--- config.mk ---
export PLATFORM = sky130hd
export DESIGN_NAME = multi_channel_slew_limiter
export DESIGN_NICKNAME = d
export VERILOG_FILES = /design/src/rtl/msl_pkg.sv /design/src/rtl/msl_ctrl.sv /design/src/rtl/msl_datapath.sv /design/src/rtl/multi_channel_slew_limiter.sv
export SDC_FILE = /design/constraint.sdc
export NUM_CORES = 1
export LEC_CHECK = 0
export ABC_AREA = 1
export BUFFER_PORTS_ARGS = -buffer_cell sky130_fd_sc_hd__buf_2
export CAP_MARGIN = 20
export CORE_MARGIN = 2
export CORE_UTILIZATION = 56
export DETAILED_ROUTE_END_ITERATION = 6
export PLACE_DENSITY = 0.81
export REMOVE_ABC_BUFFERS = 1
export SLEW_MARGIN = 20
export SYNTH_ARGS = -nofsm -noshare
export SYNTH_HDL_FRONTEND = slang
export SYNTH_HIERARCHICAL = 1
export SYNTH_SLANG_ARGS = --single-unit
--- constraint.sdc ---
create_clock -name clk -period 4.5 [get_ports clk]
set_input_delay 0.9 -clock clk [delete_from_list [all_inputs] [get_ports clk]]
set_output_delay 0.9 -clock clk [all_outputs]
set_load 0.05 [all_outputs]
--- src/rtl/msl_pkg.sv ---
// ----------------------------------------------------------------------------
// msl_pkg
// Shared types and constants of the multi-channel slew limiter.
// ----------------------------------------------------------------------------
package msl_pkg;

    // command codes carried in tuser
    localparam logic [1:0] CMD_SET   = 2'd0;
    localparam logic [1:0] CMD_TICK  = 2'd1;
    localparam logic [1:0] CMD_HALT  = 2'd2;
    localparam logic [1:0] CMD_QUERY = 2'd3;

    // status codes
    localparam logic STATUS_OK      = 1'b0;
    localparam logic STATUS_BAD_CHAN = 1'b1;

    // configuration register indexes
    localparam logic [1:0] REG_MIN_POS  = 2'd0;
    localparam logic [1:0] REG_MAX_POS  = 2'd1;
    localparam logic [1:0] REG_STEP     = 2'd2;
    localparam logic [1:0] REG_PERIOD   = 2'd3;

    // configuration reset values
    localparam logic [7:0]  MIN_POS_RESET = 8'd0;
    localparam logic [7:0]  MAX_POS_RESET = 8'd180;
    localparam logic [7:0]  STEP_RESET    = 8'd2;
    localparam logic [15:0] PERIOD_RESET  = 16'd20;

    // positions come out of reset at the midpoint of the reset limits
    localparam int unsigned MID_POS_INT =
        (int'(MIN_POS_RESET) + int'(MAX_POS_RESET)) / 2;
    localparam logic [7:0] MID_POS = MID_POS_INT[7:0];

    localparam int unsigned MASK_W = 16;

    // controller to datapath
    typedef struct packed {
        logic accept;      // input transfer this cycle
        logic out_direct;  // result of a single-cycle command is loaded now
        logic walk_step;   // move the indexed channel toward its target
        logic walk_halt;   // freeze the indexed channel's target
    } msl_cmd_t;

    // datapath to controller
    typedef struct packed {
        logic out_free;     // result register empty or being drained
        logic tick_expire;  // the incoming tick ends a period
        logic idx_last;     // walk index on the last channel
    } msl_stat_t;

    typedef struct packed {
        logic              status;
        logic [7:0]        position;
        logic              at_target;
        logic [MASK_W-1:0] moved_mask;
    } msl_result_t;

endpackage

--- src/rtl/msl_ctrl.sv ---
// ----------------------------------------------------------------------------
// msl_ctrl
// Sequencer: single-cycle commands in idle, channel walk for step and halt.
// ----------------------------------------------------------------------------
module msl_ctrl
(
    input  logic              clk,
    input  logic              rst_n,
    input  logic              s_tvalid,
    input  logic [1:0]        cmd,
    input  msl_pkg::msl_stat_t stat,
    output logic              s_tready,
    output msl_pkg::msl_cmd_t  ctl
);
    import msl_pkg::*;

    localparam logic [1:0] ST_IDLE = 2'd0;
    localparam logic [1:0] ST_STEP = 2'd1;
    localparam logic [1:0] ST_HALT = 2'd2;

    logic [1:0] state_reg;
    logic [1:0] state_next;
    logic       accept;
    logic       goes_walk;

    assign s_tready  = (state_reg == ST_IDLE) && stat.out_free;
    assign accept    = s_tvalid && s_tready;
    assign goes_walk = (cmd == CMD_HALT) || ((cmd == CMD_TICK) && stat.tick_expire);

    always_comb
    begin
        ctl.accept     = accept;
        ctl.out_direct = accept && !goes_walk;
        ctl.walk_step  = (state_reg == ST_STEP);
        ctl.walk_halt  = (state_reg == ST_HALT);
    end

    always_comb
    begin
        state_next = state_reg;
        unique case (state_reg)
            ST_IDLE:
            begin
                if (accept && (cmd == CMD_HALT))
                begin
                    state_next = ST_HALT;
                end
                else if (accept && goes_walk)
                begin
                    state_next = ST_STEP;
                end
            end
            ST_STEP, ST_HALT:
            begin
                if (stat.idx_last)
                begin
                    state_next = ST_IDLE;
                end
            end
            default:
            begin
                state_next = ST_IDLE;
            end
        endcase
    end

    always_ff @(posedge clk or negedge rst_n)
    begin
        if (!rst_n)
        begin
            state_reg <= ST_IDLE;
        end
        else
        begin
            state_reg <= state_next;
        end
    end

endmodule

--- src/rtl/msl_datapath.sv ---
// ----------------------------------------------------------------------------
// msl_datapath
// Configuration, per-channel positions, tick counter and result register.
// ----------------------------------------------------------------------------
module msl_datapath #(
    parameter int NUM_CHANNELS = 5
)
(
    input  logic                  clk,
    input  logic                  rst_n,
    input  logic                  cfg_we,
    input  logic [1:0]            cfg_addr,
    input  logic [15:0]           cfg_wdata,
    input  logic [1:0]            cmd,
    input  logic [3:0]            channel,
    input  logic signed [10:0]    requested_position,
    input  logic                  m_tready,
    input  msl_pkg::msl_cmd_t     ctl,
    output msl_pkg::msl_stat_t    stat,
    output logic                  m_tvalid,
    output msl_pkg::msl_result_t  result
);
    import msl_pkg::*;

    localparam int CW = (NUM_CHANNELS > 1) ? $clog2(NUM_CHANNELS) : 1;

    logic [7:0]  min_pos_reg;
    logic [7:0]  max_pos_reg;
    logic [7:0]  step_reg;
    logic [15:0] period_reg;
    logic [15:0] elapsed_reg;
    logic [15:0] elapsed_inc;

    logic [7:0] cur_reg [NUM_CHANNELS];
    logic [7:0] tgt_reg [NUM_CHANNELS];

    logic [CW-1:0]     idx_reg;
    logic [MASK_W-1:0] mask_reg;
    logic [MASK_W-1:0] mask_next;
    logic              out_valid_reg;
    msl_result_t       result_reg;
    msl_result_t       result_next;

    logic          walking;
    logic          ch_valid;
    logic [CW-1:0] addr;
    logic [7:0]    cur_rd;
    logic [7:0]    tgt_rd;
    logic [7:0]    diff;
    logic [7:0]    pos_next;
    logic          moved;
    logic [7:0]    clamped;

    assign walking  = ctl.walk_step || ctl.walk_halt;
    assign ch_valid = ({1'b0, channel} < 5'(NUM_CHANNELS));
    assign addr     = walking ? idx_reg : channel[CW-1:0];
    assign cur_rd   = cur_reg[addr];
    assign tgt_rd   = tgt_reg[addr];

    // one channel step toward its target, landing exactly on it
    always_comb
    begin
        pos_next = cur_rd;
        diff     = 8'd0;
        priority if (cur_rd < tgt_rd)
        begin
            diff     = tgt_rd - cur_rd;
            pos_next = (diff <= step_reg) ? tgt_rd : (cur_rd + step_reg);
        end
        else if (cur_rd > tgt_rd)
        begin
            diff     = cur_rd - tgt_rd;
            pos_next = (diff <= step_reg) ? tgt_rd : (cur_rd - step_reg);
        end
    end

    assign moved     = (pos_next != cur_rd);
    assign mask_next = mask_reg | (MASK_W'(moved) << idx_reg);

    // lower limit is tested first, so it wins for requests below it when the limits are inverted
    always_comb
    begin
        priority if (requested_position < $signed({3'b000, min_pos_reg}))
        begin
            clamped = min_pos_reg;
        end
        else if (requested_position > $signed({3'b000, max_pos_reg}))
        begin
            clamped = max_pos_reg;
        end
        else
        begin
            clamped = requested_position[7:0];
        end
    end

    assign elapsed_inc = (elapsed_reg == 16'hFFFF) ? elapsed_reg : (elapsed_reg + 16'd1);

    always_comb
    begin
        stat.out_free    = !out_valid_reg || m_tready;
        stat.tick_expire = (elapsed_inc >= period_reg);
        stat.idx_last    = (idx_reg == CW'(NUM_CHANNELS - 1));
    end

    always_comb
    begin
        result_next            = '0;
        result_next.status     = STATUS_OK;
        if (walking)
        begin
            result_next.moved_mask = ctl.walk_step ? mask_next : '0;
        end
        else if ((cmd == CMD_SET) || (cmd == CMD_QUERY))
        begin
            if (!ch_valid)
            begin
                result_next.status = STATUS_BAD_CHAN;
            end
            else if (cmd == CMD_QUERY)
            begin
                result_next.position  = cur_rd;
                result_next.at_target = (cur_rd == tgt_rd);
            end
        end
    end

    always_ff @(posedge clk or negedge rst_n)
    begin
        if (!rst_n)
        begin
            min_pos_reg <= MIN_POS_RESET;
            max_pos_reg <= MAX_POS_RESET;
            step_reg    <= STEP_RESET;
            period_reg  <= PERIOD_RESET;
        end
        else if (cfg_we)
        begin
            unique case (cfg_addr)
                REG_MIN_POS: min_pos_reg <= cfg_wdata[7:0];
                REG_MAX_POS: max_pos_reg <= cfg_wdata[7:0];
                REG_STEP:    step_reg    <= cfg_wdata[7:0];
                REG_PERIOD:  period_reg  <= cfg_wdata;
                default:     period_reg  <= period_reg;
            endcase
        end
    end

    always_ff @(posedge clk or negedge rst_n)
    begin
        if (!rst_n)
        begin
            elapsed_reg <= 16'd0;
            idx_reg     <= '0;
            mask_reg    <= '0;
            for (int i = 0; i < NUM_CHANNELS; i++)
            begin
                cur_reg[i] <= MID_POS;
                tgt_reg[i] <= MID_POS;
            end
        end
        else
        begin
            if (ctl.accept)
            begin
                idx_reg  <= '0;
                mask_reg <= '0;
                if (cmd == CMD_TICK)
                begin
                    elapsed_reg <= stat.tick_expire ? 16'd0 : elapsed_inc;
                end
                if ((cmd == CMD_SET) && ch_valid)
                begin
                    tgt_reg[addr] <= clamped;
                end
            end
            else if (walking)
            begin
                idx_reg <= idx_reg + CW'(1);
                if (ctl.walk_step)
                begin
                    cur_reg[addr] <= pos_next;
                    mask_reg      <= mask_next;
                end
                else
                begin
                    tgt_reg[addr] <= cur_rd;
                end
            end
        end
    end

    // result register, loaded after a single-cycle command or at walk end
    always_ff @(posedge clk or negedge rst_n)
    begin
        if (!rst_n)
        begin
            out_valid_reg <= 1'b0;
        end
        else if (ctl.out_direct || (walking && stat.idx_last))
        begin
            out_valid_reg <= 1'b1;
        end
        else if (m_tready)
        begin
            out_valid_reg <= 1'b0;
        end
    end

    always_ff @(posedge clk)
    begin
        if (ctl.out_direct || (walking && stat.idx_last))
        begin
            result_reg <= result_next;
        end
    end

    assign m_tvalid = out_valid_reg;
    assign result   = result_reg;

endmodule

--- src/rtl/multi_channel_slew_limiter.sv ---
// ----------------------------------------------------------------------------
// set, query and a tick inside a period: result registered in the cycle after the transfer
// a tick that ends a period, or halt: a walk that visits one channel per cycle,
// a tick walk through the shared step unit; the result is loaded at walk end
// one item a cycle; a walk holds the input until it ends, and a
// full result register that is not being drained holds it too
// rst_n (async, active low) restores register defaults and puts every
// channel's current and target position at the midpoint, 90
// ----------------------------------------------------------------------------
// multi_channel_slew_limiter
// Slew-rate limited servo positions for several channels.
// ----------------------------------------------------------------------------
module multi_channel_slew_limiter #(
    parameter int NUM_CHANNELS = 5
)
(
    input  logic        clk,
    input  logic        rst_n,
    input  logic        cfg_we,
    input  logic [1:0]  cfg_addr,
    input  logic [15:0] cfg_wdata,
    input  logic        s_tvalid,
    output logic        s_tready,
    input  logic [15:0] s_tdata,   // channel[3:0], requested_position[14:4], zero[15]
    input  logic [1:0]  s_tuser,   // cmd[1:0]
    output logic        m_tvalid,
    input  logic        m_tready,
    output logic [31:0] m_tdata,   // position[7:0], at_target[8], moved_mask[24:9], zero[31:25]
    output logic        m_tuser    // status[0]
);
    import msl_pkg::*;

    msl_cmd_t    ctl;
    msl_stat_t   stat;
    msl_result_t result;

    msl_ctrl u_ctrl
    (
        .clk      (clk),
        .rst_n    (rst_n),
        .s_tvalid (s_tvalid),
        .cmd      (s_tuser),
        .stat     (stat),
        .s_tready (s_tready),
        .ctl      (ctl)
    );

    msl_datapath #(
        .NUM_CHANNELS (NUM_CHANNELS)
    ) u_datapath
    (
        .clk                (clk),
        .rst_n              (rst_n),
        .cfg_we             (cfg_we),
        .cfg_addr           (cfg_addr),
        .cfg_wdata          (cfg_wdata),
        .cmd                (s_tuser),
        .channel            (s_tdata[3:0]),
        .requested_position (s_tdata[14:4]),
        .m_tready           (m_tready),
        .ctl                (ctl),
        .stat               (stat),
        .m_tvalid           (m_tvalid),
        .result             (result)
    );

    assign m_tdata = {7'd0, result.moved_mask, result.at_target, result.position};
    assign m_tuser = result.status;

endmodule

==> Word level (Yosys, flattened, before mapping) <==
Index checks and enable logic that the tools add are counted.
{ "word_totals": {"ff_bits": 184, "output_inout_bits": 35, "word_cells": 133} }
{ "classes": {"add_sub_neg": 6, "n_lt_le_gt_ge": 10, "n_eq_ne": 16, "shift": 1, "muxes": 36, "bitwise": 6, "n_reduce_logical": 35} }
{ "op_table": {"columns": ["operator", "n"], "rows": [
  ["$mux W40", 4],
  ["$bwmux W40", 3],
  ["$mux W8", 11],
  ["$mux W16", 5],
  ["$bmux W8 S3", 2],
  ["$demux W8 S3", 1],
  ["$sub A8 B8 Y8", 3],
  ["$add A16 B1 Y16 const B", 1],
  ["$eq A16 B16 Y1 const B", 1],
  ["$ge A16 B16 Y1", 1],
  ["$le A8 B8 Y1", 2],
  ["$or A16 B16 Y16", 1],
  ["$reduce_and A2 Y1", 8],
  ["$shl A1 B3 Y16", 1],
  ["$gt A11 B9 Y1", 1],
  ["$lt A11 B9 Y1", 1],
  ["$eq A2 B2 Y1 const B", 5],
  ["$logic_and A1 B1 Y1", 9],
  ["$mux W3", 3],
  ["$add A8 B8 Y8", 1],
  ["$eq A8 B8 Y1", 1],
  ["$gt A8 B8 Y1", 1],
  ["$lt A8 B8 Y1", 1],
  ["$ne A8 B8 Y1", 1],
  ["other kinds (21)", 42]
]} }

==> Longest topological paths before layout <==
{ "logic_depth": {"word_depth": 18, "mapped_depth": 42, "ltp_nobuf": 40} }

==> Hierarchy <==
The synthesis kept the hierarchy.
{ "modules_own_cells": {"columns": ["mod", "n_inst", "cells_each", "area_each_um2", "seq_area_each_um2"], "rows": [
  ["msl_datapath", 1, 1470, 11068.1, 4302.9],
  ["msl_ctrl", 1, 32, 205.2, 50.0],
  ["multi_channel_slew_limiter", 1, 8, 56.3, 0.0]
]} }

==> Worst setup path after synthesis <==
Ideal clock, no wire load.
{ "synth_timing": {"kind": "input-to-reg", "from": "input s_tdata[0]", "to": "register u_datapath.result_reg (netlist bit u_datapath/result[1]), data pin", "setup_ns": 0.258, "arrival_ns": 4.796, "required_ns": 4.242, "path_slack_ns": -0.554, "cell_stages": 32, "path_cell_list": "inv_1 -> nand2_1 -> nand2_2 -> buf_6 -> buf_2 -> nand3_1 -> nand2_1 -> nand2_1 -> inv_1 -> fa_1 -> o21ai_0 -> a21oi_1 -> nor2_1 -> nor2_1 -> xor2_1 -> ha_1 -> nand2_1 -> nor2_1 -> nand2_1 -> nand3_1 -> nand2_1 -> clkbuf_1 -> o211ai_1 -> nand2_2 -> nand2_1 -> nand2_1 -> inv_1 -> nand3_1 -> nor2_1 -> nand3_2 -> nand4_1 -> a21oi_1"} }
{ "synth_via": {"elab_chain_cells": 13, "word_cells_on_any_way": 23, "classes_between": "add/sub: 4; order compare: 4; eq/ne: 1; shift: 1; mux: 11; bitwise: 2"} }
{ "synth_lines": {"columns": ["item", "line_no", "rtl"], "rows": [
  ["from (decl)", "multi_channel_slew_limiter.sv:24", "input logic [15:0] s_tdata,"],
  ["$mux W3 *", "msl_datapath.sv:56", "assign addr = walking ? idx_reg : channel[CW-1:0];"],
  ["$not A3 Y4 (not written as such) *", "msl_datapath.sv:57", "assign cur_rd = cur_reg[addr];"],
  ["$bmux W8 S3 *", "msl_datapath.sv:57", null],
  ["$mux W8 (not written as such) * (2 in series)", "msl_datapath.sv:57", null],
  ["named net u_datapath.cur_rd[1]", "msl_datapath.sv:47", "logic [7:0] cur_rd;"],
  ["$sub A8 B8 Y8", "msl_datapath.sv:72", "diff = cur_rd - tgt_rd;"],
  ["$le A8 B8 Y1", "msl_datapath.sv:73", "pos_next = (diff <= step_reg) ? tgt_rd : (cur_rd - step_reg);"],
  ["$mux W8", "msl_datapath.sv:73", null],
  ["$mux W8", "msl_datapath.sv:70", "else if (cur_rd > tgt_rd)"],
  ["$mux W8", "msl_datapath.sv:65", "priority if (cur_rd < tgt_rd)"],
  ["$ne A8 B8 Y1 *", "msl_datapath.sv:77", "assign moved = (pos_next != cur_rd);"],
  ["$shl A1 B3 Y16 *", "msl_datapath.sv:78", "assign mask_next = mask_reg | (MASK_W'(moved) << idx_reg);"],
  ["$or A16 B16 Y16 *", "msl_datapath.sv:78", null],
  ["to (signal assigned)", "msl_datapath.sv:214", "result_reg <= result_next;"],
  ["to (decl)", "msl_datapath.sv:41", "msl_result_t result_reg;"]
]} }
The timed path passes the listed nets; every way through them passes the cells marked *. The select of a mux whose other input is x is not followed.
A chain may end at the register's enable or synchronous reset.

==> impl_metrics.csv <==
group,metric,value,unit
critical_path,path_class,"flop to flop",
place,place.detailed.hpwl,22880,um
cells_and_area,design_area,14550,um2
cts,cts_max_path_buffers,2,
sta,post-route-min-period,5.468,ns
critical_path,worstPathRequired,4.69,ns
sta,drv_slew,0,
detailed_routing,drtAntennaViolNets,0,
cts,cts_tree,"built",
floorplan,start_util,56.54,%
place,gp_congestion,0.9623,
critical_path,r2r-end,"u_datapath/result[0]",
critical_path,slowest_stage,"dfrtp_1",
run,drv_cap,0,
global_route,grt_max_degree,121,
yosys,ys.flop_type,"dfrtp_1",
cells_and_area,antenna_cells,0,
detailed_routing,drt-total-wl,37210,um
floorplan,placeableCoreArea,20040,um2
cts,ctsHtreeMaxLevel,4,
floorplan,io_pins,76,
cts,insertion_delay,0.44,ns
critical_path,reg2reg_slack,-0.97,ns
detailed_routing,via_count,11870,
cells_and_area,final_nets,1861,
sta,finalHoldViolCount,0,
critical_path,crit_top_cell,"nand2_2",
outcome,failed_checks,"DRC, setup timing",
place,dp_cells,1936,
global_route,gr-total-overflow,0,
cts,clk_pin_slew,0.07,ns
detailed_routing,routed_via_density,5.896,
cells_and_area,fillers,1401,
place,io_buffers,59,
critical_path,worstSetupStartpoint,"u_ctrl/state_reg[1]",
outcome,outcome,"finished, violations left",
global_route,grt_pass1_wl,52650,um
critical_path,cp.arrival,5.66,ns
yosys,yosysWarnings,6,
floorplan,die_h,146.2,um
sta,fmax,0.1829,GHz
critical_path,startpoint_type,"flop",
place,place_area,12810,um2
yosys,ys_ff_latch,168,
yosys,synth_area,11330,um2
yosys,synth-async-reset-ratio,89.29,%
cells_and_area,multi_input_area,6456,um2
critical_path,endpoint_kind,"flop",
critical_path,slowest_delay,0.41,ns
cells_and_area,finalNonFillerCells,2014,
cells_and_area,drive_above_1_share,28.73,%
global_route,grt_antenna_before_repair,1,
critical_path,crit_path_max_fanout,8,
global_route,groute.usage.overall,30.79,%
cts,numCtsBuffers,17,
critical_path,reg2reg_depth,39,
critical_path,rr_startpoint,"u_ctrl/state_reg[1]",
sta,grt_setup_unrepaired,"true",
yosys,syn_area_per_cell,7.503,um2
cells_and_area,final_common_cell,"nand2_1",
floorplan,dieArea,21380,um2
cells_and_area,fin_util,72.63,%
detailed_routing,drc,42,
hold_path,holdCritPathClass,"input pin to async pin",
sta,maxSlewHeadroom,30.67,%
yosys,synth_cells,1510,
floorplan,rows,52,
cells_and_area,final_cell_mix,"nand2_1 (345), inv_1 (195), buf_4 (151)",
detailed_routing,wire_per_inst,18.47,um
yosys,yosysUniqueCellTypes,47,
sta,finalWorstSetupSlack,-0.9683,ns
critical_path,crit_buf_inv,8,
critical_path,cp_top_family,"simple AND/OR/NAND/NOR gates",
cells_and_area,seq_area,4353,um2
cts,clock-root-buffer,"clkbuf_16",
global_route,first_global_vias,11000,
floorplan,die_w,146.2,um
sta,fin_skew,0.01577,ns
detailed_routing,drt_iter0_drc,1754,
sta,period_share,121.5,%
detailed_routing,dr.pass1.iters,7,
yosys,yosysSeqAreaShare,38.42,%
yosys,synth-edff-count,18,
sta,final-setup-viol-count,56,
cells_and_area,areaGrowthSynthToFinish,28.46,%
cts,cts.sinks,168,
sta,max_slew.worst_pin.slew,1.035,ns
routing by layer:
layer	up-vias	track usage, %	routed length (um)
li1	5318	-	-
met1	5529	38.63	13910
met2	769	51.77	17730
met3	256	4.938	3331
met4	2	15.68	2224
met5	-	0	17
worst max-delay path by stage:
stage                        endpoint  slack [ns]  depth (start not counted)
5_1_grt        u_datapath/mask_reg[2]       -1.17                         41
4_1_cts          u_datapath/result[6]       -0.48                         37
3_5_place_dp     u_datapath/result[6]       -1.12                         35
6_report         u_datapath/result[0]       -0.97                         39
2_1_floorplan    u_datapath/result[1]       -1.28                         37
3_3_place_gp     u_datapath/result[6]       -1.03                         37
cells by family after synthesis:
kind of cell    synth area share (%)
xor+xnor                       2.165
other cells                  0.06629
flops                          38.42
fa+ha+maj                      10.09
simple gates                   25.25
buf+inv                        10.56
compound gates                 13.45
area by class of cell:
cell class,count,area share (%)
Clock buffer,21,3.164
Clock inverter,11,0.7651
Inverter,217,5.665
Multi-Input combinational cell,1074,44.36
Sequential cell,168,29.91
Tap cell,270,2.321
Timing Repair Buffer,253,13.82
Yosys cell counts, types with 5 or more instances:
master	n	area share [%]
nor2_1	80	2.7
buf_4	19	1.3
dfrtp_1	103	23
nand3_1	103	4.5
a21oi_1	84	3.7
inv_1	211	7.0
nor3_1	15	0.66
o21ai_1	12	0.53
nand3b_1	6	0.40
o22ai_1	14	0.77
inv_2	5	0.17
nand2_1	381	13
buf_2	11	0.49
nand3_2	6	0.53
o21ai_0	151	6.7
xor2_1	24	1.9
nand4_1	25	1.4
nor2_2	7	0.39
buf_6	6	0.60
nand2_2	21	1.2
clkbuf_1	29	0.96
dfstp_2	47	11
ha_1	85	9.4
edfxtp_1	18	4.8
through the flow:
step	setup TNS (ns)	setup WS, ns	hold WS [ns]
2_1_floorplan	-43.66	-1.284	0.4444
3_3_place_gp	-30.72	-1.031	0.4606
3_5_place_dp	-34.48	-1.118	0.4720
4_1_cts	-8.336	-0.4781	0.3440
5_1_grt	-33.26	-1.174	0.3578
6_report	-23.18	-0.9683	0.3490
what timing repair did:
action / in CTS / in global routing
hold buffers: 0 / 0
setup endpoints to repair: 56 / 74
hold endpoints to repair: 0 / 0
cloned: 2 / 2
setup buffers: 26 / 19
pin swaps: 58 / 72
gates resized for setup: 110 / 140
Power is not shown: default switching activity piles up to over one toggle a cycle in this logic, so the estimate is an artifact.
